==> config.mk <==
export PLATFORM = sky130hd
export DESIGN_NAME = wildcard_glob_matcher
export DESIGN_NICKNAME = d
export VERILOG_FILES = /design/src/rtl/core/wgm_pkg.sv /design/src/rtl/core/wgm_cell.sv /design/src/rtl/core/wildcard_glob_matcher.sv
export VERILOG_INCLUDE_DIRS = /design/src /design/src/rtl/core
export SDC_FILE = /design/constraint.sdc
export NUM_CORES = 1
export LEC_CHECK = 0
export BUFFER_PORTS_ARGS = -buffer_cell sky130_fd_sc_hd__buf_2
export CAP_MARGIN = 20
export CORE_ASPECT_RATIO = 0.7
export CORE_UTILIZATION = 33
export CTS_CLUSTER_DIAMETER = 40
export DETAILED_ROUTE_END_ITERATION = 8
export GPL_TIMING_DRIVEN = 0
export SLEW_MARGIN = 10
export SYNTH_ARGS = -nofsm -noshare
export SYNTH_HDL_FRONTEND = slang
export SYNTH_SLANG_ARGS = --single-unit
==> constraint.sdc <==
create_clock -name clk -period 11 [get_ports clk]
set_input_delay 1.1 -clock clk [delete_from_list [all_inputs] [get_ports clk]]
set_output_delay 1.1 -clock clk [all_outputs]
set_load 0.03 [all_outputs]
==> src/rtl/core/assert_macros.svh <==
// Assertion macros shared by the wildcard matcher RTL.
// Needs a clock named clk and an active-high reset named rst in the including module.
`ifndef ASSERT_MACROS_SVH
`define ASSERT_MACROS_SVH

// Checked on every rising edge outside reset.
`define WGM_ASSERT(label, prop, msg) \
  label: assert property (@(posedge clk) disable iff (rst) prop) else $error(msg);

// Checked on every rising edge, reset included.
`define WGM_ASSERT_ALWAYS(label, prop, msg) \
  label: assert property (@(posedge clk) prop) else $error(msg);

`endif

==> src/rtl/core/wgm_pkg.sv <==
// Package for the wildcard matcher: constants, register indexes and the cell link type.
// Used by wgm_cell and wildcard_glob_matcher; depends on nothing.
`timescale 1ns / 1ps
`default_nettype none

package wgm_pkg;

  // Pattern storage limit and pattern characters.
  localparam int MAX_PATTERN_BYTES = 32;
  localparam logic [7:0] STAR_CHAR = 8'h2A;
  localparam logic [7:0] ANY_CHAR  = 8'h3F;

  // Configuration port layout.
  localparam int CFG_INDEX_W    = 3;
  localparam int CFG_DATA_W     = 64;
  localparam int LEN_REG_W      = 6;
  localparam int BYTES_PER_WORD = 8;

  localparam logic [CFG_INDEX_W-1:0] REG_LENGTH     = 3'd0;
  localparam logic [CFG_INDEX_W-1:0] REG_BYTES_BASE = 3'd1;

  // What one cell hands to the next position in the same cycle.
  typedef struct packed {
    logic pre;   // position reached before the byte, after closure
    logic post;  // position reached after the byte, after closure
    logic star;  // this position holds a star inside the pattern
    logic hit;   // this position consumes the byte and reaches the next
  } link_t;

endpackage

`default_nettype wire

==> src/rtl/core/wgm_cell.sv <==
// One pattern position of the wildcard matcher: its pattern byte and its active bit.
// Depends on wgm_pkg.
`timescale 1ns / 1ps
`default_nettype none

module wgm_cell #(
  parameter int INDEX = 0,
  parameter int LW    = 6
) (
  input  wire logic          clk,
  input  wire logic          rst,
  input  wire logic          pat_we,
  input  wire logic [7:0]    pat_wdata,
  input  wire logic [LW-1:0] len,
  input  wire logic [7:0]    text_byte,
  input  wire logic          has_byte,
  input  wire logic          advance,
  input  wire logic          restart,
  input  wire wgm_pkg::link_t link_in,
  output wgm_pkg::link_t     link_out,
  output logic               cur_bit
);

  localparam logic [LW-1:0] POS   = LW'(INDEX);
  localparam logic          START = (INDEX == 0);

  logic [7:0] pat;
  logic       active;
  logic       in_range;
  logic       below;
  logic       is_star;
  logic       lit_ok;
  logic       pre;
  logic       nxt;
  logic       post;

  // Pattern byte, written through the configuration port.
  always_ff @(posedge clk) begin
    if (rst) begin
      pat <= 8'h00;
    end else if (pat_we) begin
      pat <= pat_wdata;
    end
  end

  // Closure before the byte, the step over the byte and closure after it.
  always_comb begin
    in_range = (POS <= len);
    below    = (POS < len);
    is_star  = (pat == wgm_pkg::STAR_CHAR);
    lit_ok   = (pat == wgm_pkg::ANY_CHAR) || (pat == text_byte);
    pre      = in_range & (active | (link_in.pre & link_in.star));
    nxt      = (pre & is_star & below) | link_in.hit;
    post     = in_range & (nxt | (link_in.post & link_in.star));
    cur_bit  = has_byte ? post : pre;

    link_out.pre  = pre;
    link_out.post = post;
    link_out.star = is_star & below;
    link_out.hit  = pre & ~is_star & lit_ok & below;
  end

  // Active bit: takes the new set on each item, back to the start state after a name.
  always_ff @(posedge clk) begin
    if (rst) begin
      active <= START;
    end else if (advance) begin
      active <= restart ? START : cur_bit;
    end
  end

endmodule

`default_nettype wire

==> src/rtl/core/wildcard_glob_matcher.sv <==
// Wildcard pattern matcher, top level: cell row, final position, registers and output buffer.
// Depends on wgm_pkg, wgm_cell and assert_macros.svh.
`timescale 1ns / 1ps
`default_nettype none

// Matches names, streamed one byte per item, against a pattern of up to MAX_PATTERN_BYTES
// bytes in which '*' matches any run of bytes (also none), '?' matches one byte and any
// other byte matches itself. The pattern length (register 0, clamped to MAX_PATTERN_BYTES)
// and the pattern bytes (registers 1 to 4, eight bytes each, lowest byte first) are written
// through the cfg port; the user must write them only while no name is in progress, as the
// block does not enforce this. An input item with tlast set ends the name and produces one
// result item whose bit 0 is 1 when the whole name matched; an item with has_byte clear
// carries no byte, so a lone such item with tlast is the empty name. Items may follow back
// to back while s_tready is high; the star-closure ripple runs through the cell row per item.
// A two-entry output buffer lets input continue while a result waits to be taken.
module wildcard_glob_matcher #(
  parameter int MAX_PATTERN_BYTES = wgm_pkg::MAX_PATTERN_BYTES
) (
  input  wire logic                            clk,
  input  wire logic                            rst,
  // Input items.
  input  wire logic                            s_tvalid,
  output logic                                 s_tready,
  input  wire logic [7:0]                      s_tdata,   // [7:0] text_byte
  input  wire logic [0:0]                      s_tuser,   // [0] has_byte
  input  wire logic                            s_tlast,   // last_byte
  // Result items.
  output logic                                 m_tvalid,
  input  wire logic                            m_tready,
  output logic [7:0]                           m_tdata,   // [0] matched, [7:1] zero
  // Configuration writes.
  input  wire logic                            cfg_valid,
  output logic                                 cfg_ready,
  input  wire logic [wgm_pkg::CFG_INDEX_W-1:0] cfg_index,
  input  wire logic [wgm_pkg::CFG_DATA_W-1:0]  cfg_data
);

  `include "assert_macros.svh"

  localparam int P  = MAX_PATTERN_BYTES;
  localparam int LW = $clog2(P + 1);

  logic [wgm_pkg::LEN_REG_W-1:0] len_reg;
  logic [LW-1:0]                 len;
  logic                          s_accept;
  logic                          m_pop;
  logic                          res_push;
  logic                          res_bit;
  logic [P:0]                    cur_vec;
  wgm_pkg::link_t                links [0:P];

  logic end_active;
  logic end_pre;
  logic end_post;

  logic out_valid;
  logic out_bit;
  logic skid_valid;
  logic skid_bit;
  logic out_valid_next;
  logic out_bit_next;
  logic skid_valid_next;
  logic skid_bit_next;

  assign cfg_ready = 1'b1;
  assign s_accept  = s_tvalid & s_tready;
  assign m_pop     = m_tvalid & m_tready;

  // Length register, clamped to the stored pattern size.
  always_ff @(posedge clk) begin
    if (rst) begin
      len_reg <= '0;
    end else if (cfg_valid && cfg_index == wgm_pkg::REG_LENGTH) begin
      len_reg <= cfg_data[wgm_pkg::LEN_REG_W-1:0];
    end
  end

  assign len = (len_reg > wgm_pkg::LEN_REG_W'(P)) ? LW'(P) : len_reg[LW-1:0];

  // Row of position cells; position zero sees no predecessor.
  assign links[0] = '0;

  for (genvar i = 0; i < P; i++) begin : g_cell
    localparam int WORD = i / wgm_pkg::BYTES_PER_WORD;
    localparam int LANE = i % wgm_pkg::BYTES_PER_WORD;

    logic pat_we;
    assign pat_we = cfg_valid &&
                    (cfg_index == wgm_pkg::REG_BYTES_BASE + wgm_pkg::CFG_INDEX_W'(WORD));

    wgm_cell #(
      .INDEX (i),
      .LW    (LW)
    ) u_cell (
      .clk       (clk),
      .rst       (rst),
      .pat_we    (pat_we),
      .pat_wdata (cfg_data[LANE*8 +: 8]),
      .len       (len),
      .text_byte (s_tdata),
      .has_byte  (s_tuser[0]),
      .advance   (s_accept),
      .restart   (s_tlast),
      .link_in   (links[i]),
      .link_out  (links[i+1]),
      .cur_bit   (cur_vec[i])
    );
  end

  // Final position: reached only from its predecessor, never holds a pattern byte.
  always_comb begin
    end_pre  = (LW'(P) == len) & (end_active | (links[P].pre & links[P].star));
    end_post = (LW'(P) == len) & (links[P].hit | (links[P].post & links[P].star));
  end

  assign cur_vec[P] = s_tuser[0] ? end_post : end_pre;

  always_ff @(posedge clk) begin
    if (rst) begin
      end_active <= 1'b0;
    end else if (s_accept) begin
      end_active <= s_tlast ? 1'b0 : cur_vec[P];
    end
  end

  // The result is whether the position at the pattern length is reached.
  assign res_push = s_accept & s_tlast;
  assign res_bit  = cur_vec[len];

  // Two-entry output buffer: the output register and a skid register behind it.
  always_comb begin
    out_valid_next  = out_valid;
    out_bit_next    = out_bit;
    skid_valid_next = skid_valid;
    skid_bit_next   = skid_bit;
    if (m_pop) begin
      if (skid_valid) begin
        out_bit_next    = skid_bit;
        skid_valid_next = 1'b0;
      end else begin
        out_valid_next = 1'b0;
      end
    end
    if (res_push) begin
      if (!out_valid || m_pop) begin
        out_valid_next = 1'b1;
        out_bit_next   = res_bit;
      end else begin
        skid_valid_next = 1'b1;
        skid_bit_next   = res_bit;
      end
    end
  end

  always_ff @(posedge clk) begin
    if (rst) begin
      out_valid  <= 1'b0;
      skid_valid <= 1'b0;
    end else begin
      out_valid  <= out_valid_next;
      skid_valid <= skid_valid_next;
    end
  end

  always_ff @(posedge clk) begin
    out_bit  <= out_bit_next;
    skid_bit <= skid_bit_next;
  end

  assign s_tready = ~skid_valid;
  assign m_tvalid = out_valid;
  assign m_tdata  = {7'b0, out_bit};

  // Checks on the output buffer and the restart after a name.
  `WGM_ASSERT(a_skid_behind_out, skid_valid |-> out_valid, "skid entry without output entry")
  `WGM_ASSERT(a_stall_fills_skid, (res_push && out_valid && !m_tready) |=> skid_valid, "result lost")
  `WGM_ASSERT(a_restart_start, res_push |=> (g_cell[0].u_cell.active && !end_active), "no restart")

endmodule

`default_nettype wire

## Yosys cells after proc, flatten, opt, wreduce, memory -nomap -nowiden

Cells that the tools add are included.

- Bits in registers: 299
- Bits of input ports: 82
- Output and inout port bits: 11
- Logic and storage cells: 812

- Order comparisons: 66
- Equality and inequality tests: 101
- Mux-type cells: 80
- Bitwise gates (word level): 454
- Reductions and logical operators: 41

Operators with widths:

| cell | count |
|---|---|
| equality test 8 x 6 -> 1 bit, second input constant | 64 |
| bitwise AND 1 bit | 325 |
| equality test 8 bit | 32 |
| <= comparator 5 x 6 -> 1 bit, first input constant | 16 |
| less-than comparator 5 x 6 -> 1 bit, first input constant | 16 |
| bitwise OR 1 bit | 95 |
| 2-to-1 mux 1 bit | 78 |
| <= comparator 4 x 6 -> 1 bit, first input constant | 8 |
| less-than comparator 4 x 6 -> 1 bit, first input constant | 8 |
| NOT 1 bit | 34 |
| logical OR 1 bit | 33 |
| <= comparator 3 x 6 -> 1 bit, first input constant | 4 |
| less-than comparator 3 x 6 -> 1 bit, first input constant | 4 |
| <= comparator 1 x 6 -> 1 bit, first input constant | 2 |
| <= comparator 2 x 6 -> 1 bit, first input constant | 2 |
| less-than comparator 1 x 6 -> 1 bit, first input constant | 2 |
| less-than comparator 2 x 6 -> 1 bit, first input constant | 2 |
| less-than comparator 6 x 7 -> 1 bit, second input constant | 1 |
| binary-select mux 1 bit (select 6 bit) | 1 |
| equality test 3 x 2 -> 1 bit, second input constant | 2 |
| equality test 6 bit, first input constant | 1 |
| greater-than comparator 6 bit, second input constant | 1 |
| 2-to-1 mux 6 bit | 1 |
| logical AND 1 bit | 5 |
| other kinds (5) | 5 |

## Depth between registers and ports, before layout

Gate-level depths: netlist (run 1).

- Depth in word-level cells: 110
- Depth in mapped cells: 21
- Depth with buffers taken out: 17

## Cells and area by module

A second synthesis (run 1) with hierarchy kept.

- Cell total of the unflattened synthesis: 2241
- Area, all modules: 19835.3 sq um

By module, submodules not included:

| module | times used | cells each | area an instance (sq um) | sequential area each (sq um) |
|---|---|---|---|---|
| wgm_cell at g_cell[3].u_cell ... | 2 | 67 | 590.6 | 180.2 |
| wildcard_glob_matcher | 1 | 122 | 977.2 | 230.2 |
| wgm_cell at g_cell[18].u_cell | 1 | 71 | 630.6 | 180.2 |
| wgm_cell at g_cell[26].u_cell | 1 | 68 | 621.8 | 180.2 |
| wgm_cell at g_cell[14].u_cell | 1 | 66 | 619.3 | 180.2 |
| wgm_cell at g_cell[15].u_cell | 1 | 69 | 619.3 | 180.2 |
| wgm_cell at g_cell[30].u_cell | 1 | 74 | 615.6 | 180.2 |
| wgm_cell at g_cell[5].u_cell | 1 | 67 | 614.3 | 180.2 |
| wgm_cell at g_cell[6].u_cell | 1 | 68 | 614.3 | 180.2 |
| wgm_cell at g_cell[7].u_cell | 1 | 66 | 611.8 | 180.2 |
| wgm_cell at g_cell[12].u_cell | 1 | 67 | 608.1 | 180.2 |
| wgm_cell at g_cell[19].u_cell | 1 | 71 | 600.6 | 180.2 |
| wgm_cell at g_cell[11].u_cell | 1 | 68 | 598.1 | 180.2 |
| wgm_cell at g_cell[4].u_cell | 1 | 65 | 593.1 | 180.2 |
| 18 more rows | n/a | n/a | n/a | n/a |

## Least setup slack after synthesis (run 1)

OpenSTA, ideal clock, no wires.

- Kind: input to register
- Start: input port s_tdata[2]
- End: register skid_bit (data pin)
- Library setup time: 0.131 ns
- Arrival: 5.110 ns
- Required time: 10.869 ns
- Setup slack: 5.759 ns
- Cell stages on the path: 20
- Buffers on the path: 4
- Cells stage by stage: clkbuf_1 -> buf_2 -> buf_1 -> buf_1 -> xnor2_1 -> nand4_1 -> nor2_1 -> o21ai_0 -> a21oi_1 -> nor3_1 -> o31a_1 -> nor3_1 -> and2_1 -> a41oi_1 -> a31o_2 -> o211ai_1 -> nand2_1 -> or3_1 -> nand4_1 -> a31o_1

- Cells in the longest elaborated chain, start to end: 103
- Elaborated cells on any way between the ends: 288
- Classes of those cells: eq/ne: 32; mux: 34; bitwise: 190; reduce/logical: 32

RTL lines:

| element | line | source |
|---|---|---|
| start: declaration | wildcard_glob_matcher.sv:24 | `input wire logic [7:0] s_tdata,` |
| equality test 8 bit | wgm_cell.sv:51 | `lit_ok = (pat == wgm_pkg::ANY_CHAR) \|\| (pat == text_byte);` |
| logical OR 1 bit | wgm_cell.sv:51 |  |
| bitwise AND 1 bit (2 in series) | wgm_cell.sv:60 | `link_out.hit = pre & ~is_star & lit_ok & below;` |
| bitwise OR 1 bit | wgm_cell.sv:53 | `nxt = (pre & is_star & below) \| link_in.hit;` |
| bitwise OR 1 bit | wgm_cell.sv:54 | `post = in_range & (nxt \| (link_in.post & link_in.star));` |
| bitwise AND 1 bit (2 in series) | wgm_cell.sv:54 |  |
| bitwise OR 1 bit | wgm_cell.sv:54 |  |
| bitwise AND 1 bit (2 in series) | wgm_cell.sv:54 |  |
| [... 85 more ...] | n/a |  |
| bitwise AND 1 bit | wgm_cell.sv:54 |  |
| bitwise AND 1 bit | wildcard_glob_matcher.sv:113 | `end_post = (LW'(P) == len) & (links[P].hit \| (links[P].post & links[P].star));` |
| bitwise OR 1 bit | wildcard_glob_matcher.sv:113 |  |
| bitwise AND 1 bit | wildcard_glob_matcher.sv:113 |  |
| 2-to-1 mux 1 bit | wildcard_glob_matcher.sv:116 | `assign cur_vec[P] = s_tuser[0] ? end_post : end_pre;` |
| binary-select mux 1 bit (select 6 bit) (*) | wildcard_glob_matcher.sv:128 | `assign res_bit = cur_vec[len];` |
| 2-to-1 mux 1 bit (implied by the code) (*) | wildcard_glob_matcher.sv:128 |  |
| named net res_bit | wildcard_glob_matcher.sv:48 | `logic res_bit;` |
| end signal: assignment | wildcard_glob_matcher.sv:167 | `skid_bit <= skid_bit_next;` |
| end: declaration | wildcard_glob_matcher.sv:59 | `logic skid_bit;` |

The timed path passes the listed nets; every way through them passes the cells marked *. The select of a mux whose other input is x is not followed.
A chain may end at the register's enable or synchronous reset.

## Worst setup path in the final report (run 1)

- Start: input port s_tdata[4]
- End: register skid_bit (data pin)

The elaborated chain is that of the path after synthesis.

==> metrics.yaml, run 1 <==
synthesis:
  synth.distinct_cells: 88
  yosys_warnings: 0
  ys_seq_area_frac: 0.3257
  ys_seq_elements: 299
  synthFlopType: "dfxtp_1"
  ys_async_sr_fraction: 0
  syn_area_per_cell_um2: 7.212
  synth-edff-count: 1
  synthCells: 2553
  synth_area_um2: 18410
power_and_ir_drop:
  swShare: 0.2835
  p_sw_mw: 0.8483
  clkPwrFrac: 0.515
  seq_power_share: 0.378
  peakVddDrop_v: 0.0001082
  pwr_density_cell_nw_per_um2: 139.8
  leakage_nw: 6.983
  total_power_mw: 2.992
  p_comb_frac: 0.106
  p_int_mw: 2.144
sta:
  worst_slew_pin_slew_ns: 1.284
  slew-limit-headroom: 0.1439
  fmax_ghz: 0.1425
  skew_ns: 0.02974
  tns_ns: 0
  slew_violations: 0
  finalCriticalPeriod_ns: 7.019
  period_share: 0.6381
  final-setup-viol-count: 0
  hold_viol: 0
  setup_ws_ns: 3.981
  rsz0062_at_grt: "false"
outcome:
  violations: "DRC"
  outcome: "finished, violations left"
clock_tree:
  clock_latency_ns: 0.58
  clkTransAtPathRegs_ns: 0.05
  postCtsHoldBufs: 0
  clockRootBuffer: "clkbuf_16"
  cts_tree: "built"
  ctsHtreeMaxLevel: 2
  cts_setup_buffers: 0
  numClockSinks: 299
  cts_resized: 0
  cts_buffer_depth: 3
  cts_made_buffers: 46
placement:
  dp.cells: 3374
  place_congestion: 1.013
  hpwlAfterDp_um: 68400
  post-place-ws_ns: 3.728
  io_buffers: 73
worst_setup_path:
  cpPeakStageDelay_ns: 0.99
  critPathMaxFanout: 10
  slowest_stage: "clkbuf_1"
  crit_type: "in2reg"
  crit_top_cell: "clkbuf_1"
  timing.critical_path.buf_inv: 4
  crit_path_cell_trace: "clkbuf_1, clkbuf_1, buf_2, clkbuf_1, xnor2_1, nand4_1, o21ai_0, a21oi_1, a211oi_1, o22ai_1, nand2_1, o311ai_4, a21oi_1, o31ai_1, o22ai_1, nor4_1, nand4_1, a31o_1"
  critical_path_arrival_ns: 7.34
  start_kind: "input pin"
  cp.required_ns: 11.32
  setup.worst_path.end_class: "flop"
  crit_family: "buffers and inverters"
drt:
  routedWlPerCell_um: 25.08
  ant_nets: 0
  drt_iter0_drc: 2910
  drc_errors: 1
  wirelength_um: 86880
  routed_via_density: 5.912
  dr.pass1.iters: 7
  vias: 20479
grt:
  grt_max_degree: 13
  gr-total-overflow: 0
  grt_pass1_wl_um: 124500
  antenna_found_initial: 3
  grt_usage: 0.2984
  grt_pass1_vias: 18478
die:
  die_h_um: 199.6
  io_pins: 93
  die_area_um2: 56760
  num_rows: 72
  initial_core_util: 0.3339
  fp.coreArea_um2: 55130
  die_w_um: 284.3
finish:
  diodes: 0
  fin_nets: 2769
  drive_gt1_frac: 0.08003
  fin_cells: 3464
  layout_common_cells: "nand2_1, a21oi_1, dfxtp_1"
  final_core_util: 0.3880
  final_common_cell: "nand2_1"
  area_growth_pct: 16.20
  largest_reg_flops: 256
worst_hold_path:
  hold_path.class: "reg2reg"
job:
  drv_cap: 0
## logic make-up (layout without fill, tap and decap cells)
logic type / after synthesis / after routing / share of synthesized area
AO/OA/AOI/OAI: 643 / 643 / 0.2193
XOR/XNOR: 256 / 256 / 0.1218
buffers and inverters: 205 / 370 / 0.04499
flip-flops: 299 / 299 / 0.3257
multiplexers: 7 / 7 / 0.004077
other: 2 / 8 / 0.0004079
AND/OR/NAND/NOR: 1141 / 1141 / 0.2838
## worst reg2reg max path: stages, from the launching register on
cell	delay, ns
dfxtp_1	0.31
buf_6	0.14
nor3_2	0.74
a21boi_1	0.60
o311ai_0	0.42
nand4_1	0.23
a21oi_1	0.20
o2111ai_1	0.62
a21oi_1	0.21
o31ai_1	0.43
nand3b_1	0.38
o311ai_4	0.51
a21oi_1	0.15
o31ai_1	0.62
o22ai_1	0.17
nor4_1	0.29
nand4_1	0.21
a31o_1	0.26
## per-layer routing
layer,share of wire,GRT usage
met1,0.46,0.4543
met2,0.39,0.4190
met3,0.13,0.06027
met4,0.024,0.07328
met5,0.00048,0
## Yosys cell counts (7+ instances only)
cell type,count,area (um^2)
or3_1,17,106.4
nor3_1,51,255.2
o21ai_0,46,230.2
a2bb2oi_1,11,96.34
a211o_1,7,61.31
o21a_1,7,52.55
buf_2,8,40.04
nor4_1,35,219.0
o211ai_1,16,120.1
xor2_1,72,630.6
nand2_1,635,2384
a211oi_1,10,75.07
xnor2_1,184,1612
and3_1,14,87.58
nand2b_1,13,81.33
nor4b_1,7,61.31
o2111ai_1,7,61.31
a22oi_1,18,135.1
nand3_1,36,180.2
and2_1,16,100.1
o31a_1,7,61.31
buf_4,9,67.56
clkbuf_1,130,488.0
buf_1,21,78.83
nand4b_1,23,201.4
a21oi_1,346,1732
inv_1,33,123.9
or4_1,13,97.59
a31oi_1,25,156.4
o22ai_1,13,81.33
dfxtp_1,298,5966
nor2b_1,13,81.33
o31ai_1,17,127.6
o221ai_1,7,61.31
a21o_1,13,97.59
or2_2,15,93.84
nor2_1,163,611.8
nand4_1,57,356.6
## metrics by stage
step	cell area, um^2	hold slack [ns]
5_1_grt	21390	0.4922
4_1_cts	21340	0.4565
3_5_place_dp	19740	0.4488
2_1_floorplan	18430	0.4319
6_report	21390	0.4595
3_3_place_gp	19730	0.4453
## power by group through the flow
stage          Combinational (mW)  Sequential, mW  Clock, mW
4_1_cts                     0.304            1.13       1.55
6_report                    0.318            1.13       1.54
5_1_grt                     0.331            1.13       1.60
2_1_floorplan               0.172            1.15          0
3_3_place_gp                0.299            1.15          0
3_5_place_dp                0.303            1.15          0
## worst paths after layout
check / from / to / slack (ns) / depth (start not counted)
max: s_tdata[4] / skid_bit / 3.98 / 18
min: g_cell[20].u_cell.active / g_cell[20].u_cell.active / 0.46 / 2
max reg2reg: len_reg[5] / skid_bit / 4.27 / 17
min reg2reg: g_cell[20].u_cell.active / g_cell[20].u_cell.active / 0.46 / 2
## cell type report
class	count	area, um^2
repair buffers	80	426.7
clock buffers	60	1315
inverters	35	131.4
clock inverters	25	287.8
well taps	740	925.9
multi-input cells	2055	11610
flip-flops and latches	299	5996
plain buffers	170	696.9
fillers	5813	33740
Note: power is estimated with default switching activity, not from simulation.
==> run 2: changes to the inputs <==
Clock period 11 ns to 6.2 ns, I/O delays scaled along.
==> run 2 against run 1 <==
  * Hold slack worse by 0.17 ns
  * Sequential power increased by 78%
  * Flip-flop and latch count did not move
  * Global-route usage is essentially flat
  * Combinational power is 78% higher
  * The flow still finishes with violations (DRC)
  * Clock skew is 0.0018 ns higher
  * Cell count fell by 0.14%
  * Via count is 0.28% lower
  * Largest cell class unchanged
  * Register-to-register slack worse by 4.1 ns
==> metrics.yaml, run 2 (same netlist as run 1, synthesis figures left out) <==
worst_setup_path:
  reg2reg_depth: 17  # unchanged
  setup.worst_path.end_class: "flop"  # unchanged
  cp.required_ns: 6.52  # was 11.32 ns
  crit_type: "in2reg"  # unchanged
  start_kind: "input pin"  # unchanged
  critPathMaxFanout: 10  # unchanged
  critical_path_arrival_ns: 6.33  # was 7.34 ns
placement:
  place_area_um2: 19740  # unchanged
  io_buffers: 73  # unchanged
  hpwlAfterDp_um: 68400  # unchanged
  place_congestion: 1.013  # unchanged
drt:
  ant_nets: 0  # unchanged
  routedWlPerCell_um: 25.14  # was 25.08 um
  dr.pass1.iters: 8  # was 7
  drc_errors: 1  # unchanged
  vias: 20421  # was 20,479
  drt_iter0_drc: 2878  # was 2,910
  wirelength_um: 86970  # was 86,880 um
  routed_via_density: 5.904  # was 5.912
clock_tree:
  cts_made_buffers: 46  # unchanged
  ctsHtreeMaxLevel: 2  # unchanged
  cts_tree: "built"  # unchanged
  clock_latency_ns: 0.58  # about the same
  numClockSinks: 299  # unchanged
  cts_buffer_depth: 3  # unchanged
  clkTransAtPathRegs_ns: 0.05  # about the same
  clockRootBuffer: "clkbuf_16"  # unchanged
  cts_setup_buffers: 0  # unchanged
die:
  fp.coreArea_um2: 55130  # unchanged
  die_w_um: 284.3  # unchanged
  initial_core_util: 0.3339  # unchanged
  die_area_um2: 56760  # unchanged
  io_pins: 93  # unchanged
  num_rows: 72  # unchanged
  die_h_um: 199.6  # unchanged
grt:
  grt_pass1_vias: 18507  # was 18,478
  grt_usage: 0.2986  # was 0.2984
  antenna_found_initial: 4  # was 3
  grt_max_degree: 13  # unchanged
  grt_pass1_wl_um: 124500  # about the same
  gr-total-overflow: 0  # unchanged
finish:
  drive_gt1_frac: 0.08606  # was 0.08003
  largest_reg_flops: 256  # unchanged
  final_common_cell: "nand2_1"  # unchanged
  fillCellCount: 5811  # was 5,813
  fin_nets: 2764  # was 2,769
  area_growth_pct: 16.72  # was 16.20%
  regArea_um2: 5996  # unchanged
  diodes: 0  # unchanged
  final_cell_area_um2: 21490  # was 21,390 um^2
  multiInputGateArea_um2: 11710  # was 11,610 um^2
  layout_common_cells: "nand2_1, a21oi_1, dfxtp_1"  # unchanged
sta:
  rsz0062_at_grt: "false"  # unchanged
  fmax_ghz: 0.1665
  finalCriticalPeriod_ns: 6.005
  period_share: 0.9685
  worst_slew_pin_slew_ns: 1.078  # was 1.284 ns
  hold_viol: 0  # unchanged
  slew-limit-headroom: 0.2759  # was 0.1439
  slew_violations: 0  # unchanged
  skew_ns: 0.03153  # was 0.02974 ns
  whs_ns: 0.2890  # was 0.4595 ns
  final-setup-viol-count: 0  # unchanged
power_and_ir_drop:
  peakVddDrop_v: 0.0001888  # was 0.0001082 V
  leakage_nw: 7.006  # was 6.983 nW
  pwr_density_cell_nw_per_um2: 247.0  # was 139.8 nW/um^2
worst_hold_path:
  whs_path_depth: 2  # unchanged
  hold_path.class: "in2reg"  # was reg2reg
outcome:
  outcome: "finished, violations left"  # unchanged
  violations: "DRC"  # unchanged
job:
  drv_cap: 0  # unchanged
## run 2: cell count changes in the layout (fill, tap and decap cells not counted), moves of 2 or more
cell | before | now
nor4b_1 | 7 | 5
nor3_4 | 0 | 2
nor3_1 | 50 | 48
clkbuf_2 | 0 | 5
buf_1 | 21 | 13
o31ai_2 | 0 | 2
clkdlybuf4s15_1 | 0 | 5
nor4b_2 | 0 | 2
clkbuf_1 | 134 | 129
o31ai_1 | 17 | 15
## run 2: worst paths after layout
| check | slack [ns] | from | to |
|---|---|---|---|
| worst min-delay path | 0.29 | m_tready | skid_valid |
| worst max register to register | 0.22 | g_cell[8].u_cell.pat[3] | skid_bit |
| worst min register to register | 0.46 | g_cell[20].u_cell.active | g_cell[20].u_cell.active |
| worst max-delay path | 0.20 | s_tdata[5] | skid_bit |
## run 2: per-layer routing
layer / routed length, um / vias to the layer above / part of all wire / global-route usage
li1: - / 9212 / - / -
met1: 40160 / 9870 / 0.46 / 0.4524
met2: 33810 / 1174 / 0.39 / 0.4173
met3: 10760 / 157 / 0.12 / 0.06438
met4: 2194 / 8 / 0.025 / 0.07666
met5: 50 / - / 0.00057 / 0
## run 2: worst max-delay path, stage by stage
cell and delay [ns]:
clkbuf_1 0.34, clkdlybuf4s15_1 0.92, clkbuf_2 0.57, buf_2 0.49, xnor2_1 0.13, nand4_1 0.12
o21ai_0 0.10, a21oi_1 0.32, a211oi_1 0.11, o22ai_1 0.17, nand2_1 0.36, a2111o_1 0.54
a31oi_1 0.27, a221oi_1 0.14, o22ai_1 0.24, nand4_1 0.11, nor4_1 0.29, nand4_1 0.20
a31o_1 0.25
## run 2: cell type report
| type | instances | share of cell area |
|---|---|---|
| clock buffer | 60 | 0.06119 |
| sequential | 299 | 0.2790 |
| buffer | 167 | 0.03365 |
| inverter | 35 | 0.006113 |
| clock inverter | 25 | 0.01339 |
| multi-input combinational | 2055 | 0.5449 |
| tap | 740 | 0.04308 |
| timing repair buffer | 78 | 0.01863 |
## run 2: power by group
group          internal (mW)  switching, mW  total (mW)
Sequential              1.96         0.0456        2.01
Combinational          0.163          0.403       0.566
Clock                   1.68           1.06        2.73
Total                   3.80           1.50        5.31
## run 2: what timing repair did
| action | in CTS | in global routing |
|---|---|---|
| gates resized for setup | 7 | 28 |
| hold buffers | 0 | 0 |
| setup endpoints to repair | 2 | 5 |
## run 2: through the flow
stage	setup WS, ns	power, mW	setup TNS (ns)	cells	util
global route	0.01324	5.444	0	3459	0.3898
CTS	0.01116	5.293	0	3459	0.3878
finish	0.1955	5.308	0	3459	0.3898
global placement	-0.6329	2.575	-1.744	3372	0.3578
detailed placement	-0.5917	2.585	-1.607	3374	0.3580
floorplan	1.439	2.340	0	2559	-
==> run 3: changes to the inputs <==
Settings changed: ABC_AREA set to 1, MAX_ROUTING_LAYER set to met4.
==> run 3 against run 2 <==
  * The run now ends clean
  * Maximum frequency is 2.3% lower
  * First-iteration DRC count fell by 27%
  * Sequential power grew 2%
  * Clock-buffer cell count decreased by 11
  * Flip-flop and latch count unchanged
  * Hold slack improved by 0.16 ns
  * Synthesized cell count grew 5.0%
==> metrics.yaml, run 3 <==
outcome:
  outcome: "finished clean"  # was finished, violations left
synthesis:
  ys_seq_area_frac: 0.3446  # was 0.3257
  synth_commonest_cells: "nand2_1, nor2_1, o21ai_0"  # was nand2_1, a21oi_1, dfxtp_1
  syn_area_per_cell_um2: 6.489  # was 7.212 um^2
  yosys_warnings: 0  # unchanged
  ys_async_sr_fraction: 0  # unchanged
  synth_top_area_share: 0.3429  # was 0.3240
  synthCells: 2681  # was 2,553
  synth-edff-count: 1  # unchanged
  synthFlopType: "dfxtp_1"  # unchanged
  ys_seq_elements: 299  # unchanged
  ys_top_cells_by_area: "dfxtp_1, nand2_1, o21ai_0"  # was dfxtp_1, nand2_1, a21oi_1
  synth.distinct_cells: 57  # was 88
  synth_most_common_cell: "nand2_1"  # unchanged
  synth_top_cell_by_area: "dfxtp_1"  # unchanged
  synth_area_um2: 17400  # was 18,410 um^2
clock_tree:
  cts_buffer_depth: 3  # unchanged
  ctsHtreeMaxLevel: 2  # unchanged
  numClockSinks: 299  # unchanged
  clockRootBuffer: "clkbuf_16"  # unchanged
  cts_tree: "built"  # unchanged
  clkTransAtPathRegs_ns: 0.06  # was 0.05 ns
  cts_made_buffers: 41  # was 46
  postCtsHoldBufs: 0  # unchanged
  clock_latency_ns: 0.57  # was 0.58 ns
power_and_ir_drop:
  peakVddDrop_v: 0.0001752  # was 0.0001888 V
  p_sw_mw: 1.577  # was 1.504 mW
  leakage_nw: 7.986  # was 7.006 nW
  pwr_density_cell_nw_per_um2: 253.9  # was 247.0 nW/um^2
  clkPwrFrac: 0.476  # was 0.515
  swShare: 0.3002  # was 0.2833
  p_comb_frac: 0.133  # was 0.107
  p_int_mw: 3.676  # was 3.804 mW
  seq_power_share: 0.390  # was 0.378
placement:
  place_congestion: 1.020  # was 1.013
  dp.cells: 3439  # was 3,374
  hpwlAfterDp_um: 56600  # was 68,400 um
  io_buffers: 77  # was 73
  post-place-ws_ns: -0.9743  # was -0.5917 ns
die:
  initial_core_util: 0.3387  # was 0.3339
  die_w_um: 276.4  # was 284.3 um
  die_h_um: 194.1  # was 199.6 um
  die_area_um2: 53660  # was 56,760 um^2
  num_rows: 69  # was 72
  io_pins: 93  # unchanged
  fp.coreArea_um2: 51370  # was 55,130 um^2
grt:
  grt_pass1_wl_um: 107300  # was 124,500 um
  grt_usage: 0.2762  # was 0.2986
  gr-total-overflow: 0  # unchanged
  grt_max_degree: 14  # was 13
  grt_pass1_vias: 17004  # was 18,507
  antenna_found_initial: 5  # was 4
drt:
  drc_errors: 0  # was 1
  dr.pass1.iters: 7  # was 8
  drt_iter0_drc: 2114  # was 2,878
  wirelength_um: 75100  # was 86,970 um
  vias: 19251  # was 20,421
  ant_nets: 0  # unchanged
  routedWlPerCell_um: 21.10  # was 25.14 um
  routed_via_density: 5.409  # was 5.904
worst_hold_path:
  hold_path.class: "in2reg"  # unchanged
sta:
  fmax_ghz: 0.1627  # was 0.1665 GHz
  hold_viol: 0  # unchanged
  slew-limit-headroom: 0.2430  # was 0.2759
  setup_ws_ns: 0.05469  # was 0.1955 ns
  whs_ns: 0.4492  # was 0.2890 ns
  rsz0062_at_grt: "true"  # was false
  period_share: 0.9912  # was 0.9685
  slew_violations: 0  # unchanged
  final-setup-viol-count: 0  # unchanged
  finalCriticalPeriod_ns: 6.145  # was 6.005 ns
  skew_ns: 0.03505  # was 0.03153 ns
  worst_slew_pin_slew_ns: 1.136  # was 1.078 ns
finish:
  area_growth_pct: 18.90  # was 16.72%
  largest_reg_flops: 256  # unchanged
  layout_common_cells: "nand2_1, nor2_1, o21ai_0"  # was nand2_1, a21oi_1, dfxtp_1
  fillCellCount: 5482  # was 5,811
  final_common_cell: "nand2_1"  # unchanged
  drive_gt1_frac: 0.1317  # was 0.08606
  fin_cells: 3559  # was 3,459
  fin_nets: 2927  # was 2,764
job:
  drv_cap: 0  # unchanged
worst_setup_path:
  slowest_stage: "dfxtp_4"  # was clkdlybuf4s15_1
  critPathMaxFanout: 6  # was 10
  crit_top_cell: "nand2_2"  # was nand4_1
  cpPeakStageDelay_ns: 0.38  # was 0.92 ns
  start_kind: "flop"  # was input pin
  setup.worst_path.end_class: "flop"  # unchanged
  cp.required_ns: 6.71  # was 6.52 ns
  crit_type: "reg2reg"  # was in2reg
  critical_path_arrival_ns: 6.65  # was 6.33 ns
[run 3: cell count changes in the layout (fill, tap and decap cells not counted), moves of 93 or more]
cell / change
inv_1: +264
o21ai_0: +263
nor2_1: +154
nand2_1: -138
a21oi_1: -122
xnor2_1: -93
[run 3: logic make-up (layout without fill, tap and decap cells)]
family,after synthesis,count (layout),share of synthesized area
simple gates,1209,1210,0.3154
compound gates,609,609,0.1880
buf+inv,466,655,0.1033
flops,299,299,0.3446
xor+xnor,96,96,0.04833
other cells,2,16,0.0004317
[run 3: final cells by class]
class	count	area, um^2	area share
buffer	152	644.4	0.03115
timing repair buffer	115	676.9	0.03272
clock inverter	26	297.8	0.01440
multi-input combinational	1923	9866	0.4769
antenna	8	20.02	0.0009678
clock buffer	49	1116	0.05395
tap	674	843.3	0.04077
inverter	313	1207	0.05837
sequential	299	6015	0.2908
[run 3: metal layers]
metal,track usage,part of all wire,up-vias
met5,-,0,-
met4,0.09683,0.035,0
met3,0.1031,0.15,145
met2,0.3456,0.37,1046
met1,0.3922,0.45,8896
li1,-,-,9164
[run 3: path summary, 6_finish.rpt]
kind,start,to,slack [ns],depth (start not counted)
worst max-delay path,len_reg[5],out_bit,0.05,76
worst min-delay path,cfg_data[50],g_cell[6].u_cell.pat[2],0.45,3
worst max register to register,len_reg[5],out_bit,0.05,76
worst min register to register,end_active,end_active,0.47,2
[run 3: per-stage QoR]
stage          instance area [um^2]  utilization  total power, mW  TNS [ns]
2_1_floorplan                 17420            -            2.466         0
3_5_place_dp                  18660       0.3633            2.735    -5.496
4_1_cts                       20180       0.3928            5.207         0
5_1_grt                       20680       0.4026            5.402   -0.9505
6_report                      20690       0.4027            5.253         0
3_3_place_gp                  18650       0.3631            2.733    -5.649
[run 3: timing repair]
| item | CTS | global route |
|---|---|---|
| setup endpoints to repair | 5 | 8 |
| pin swaps | 1 | 22 |
| gates resized for setup | 22 | 92 |
| gates cloned | 0 | 1 |
| setup buffers | 4 | 33 |
[run 3: power by group through the flow]
stage	Combinational (mW)	Sequential, mW	Clock [mW]
2_1_floorplan	0.391	2.07	0
3_3_place_gp	0.646	2.09	0
3_5_place_dp	0.647	2.09	0
4_1_cts	0.654	2.05	2.51
5_1_grt	0.748	2.06	2.60
6_report	0.701	2.05	2.50
[run 3: critical path: cells and delay by family, from the launching register on]
kind                   cells  cell delay, ns
DFF                        1            0.38
buffers and inverters      3            0.19
and+or+nand+nor           73            5.52
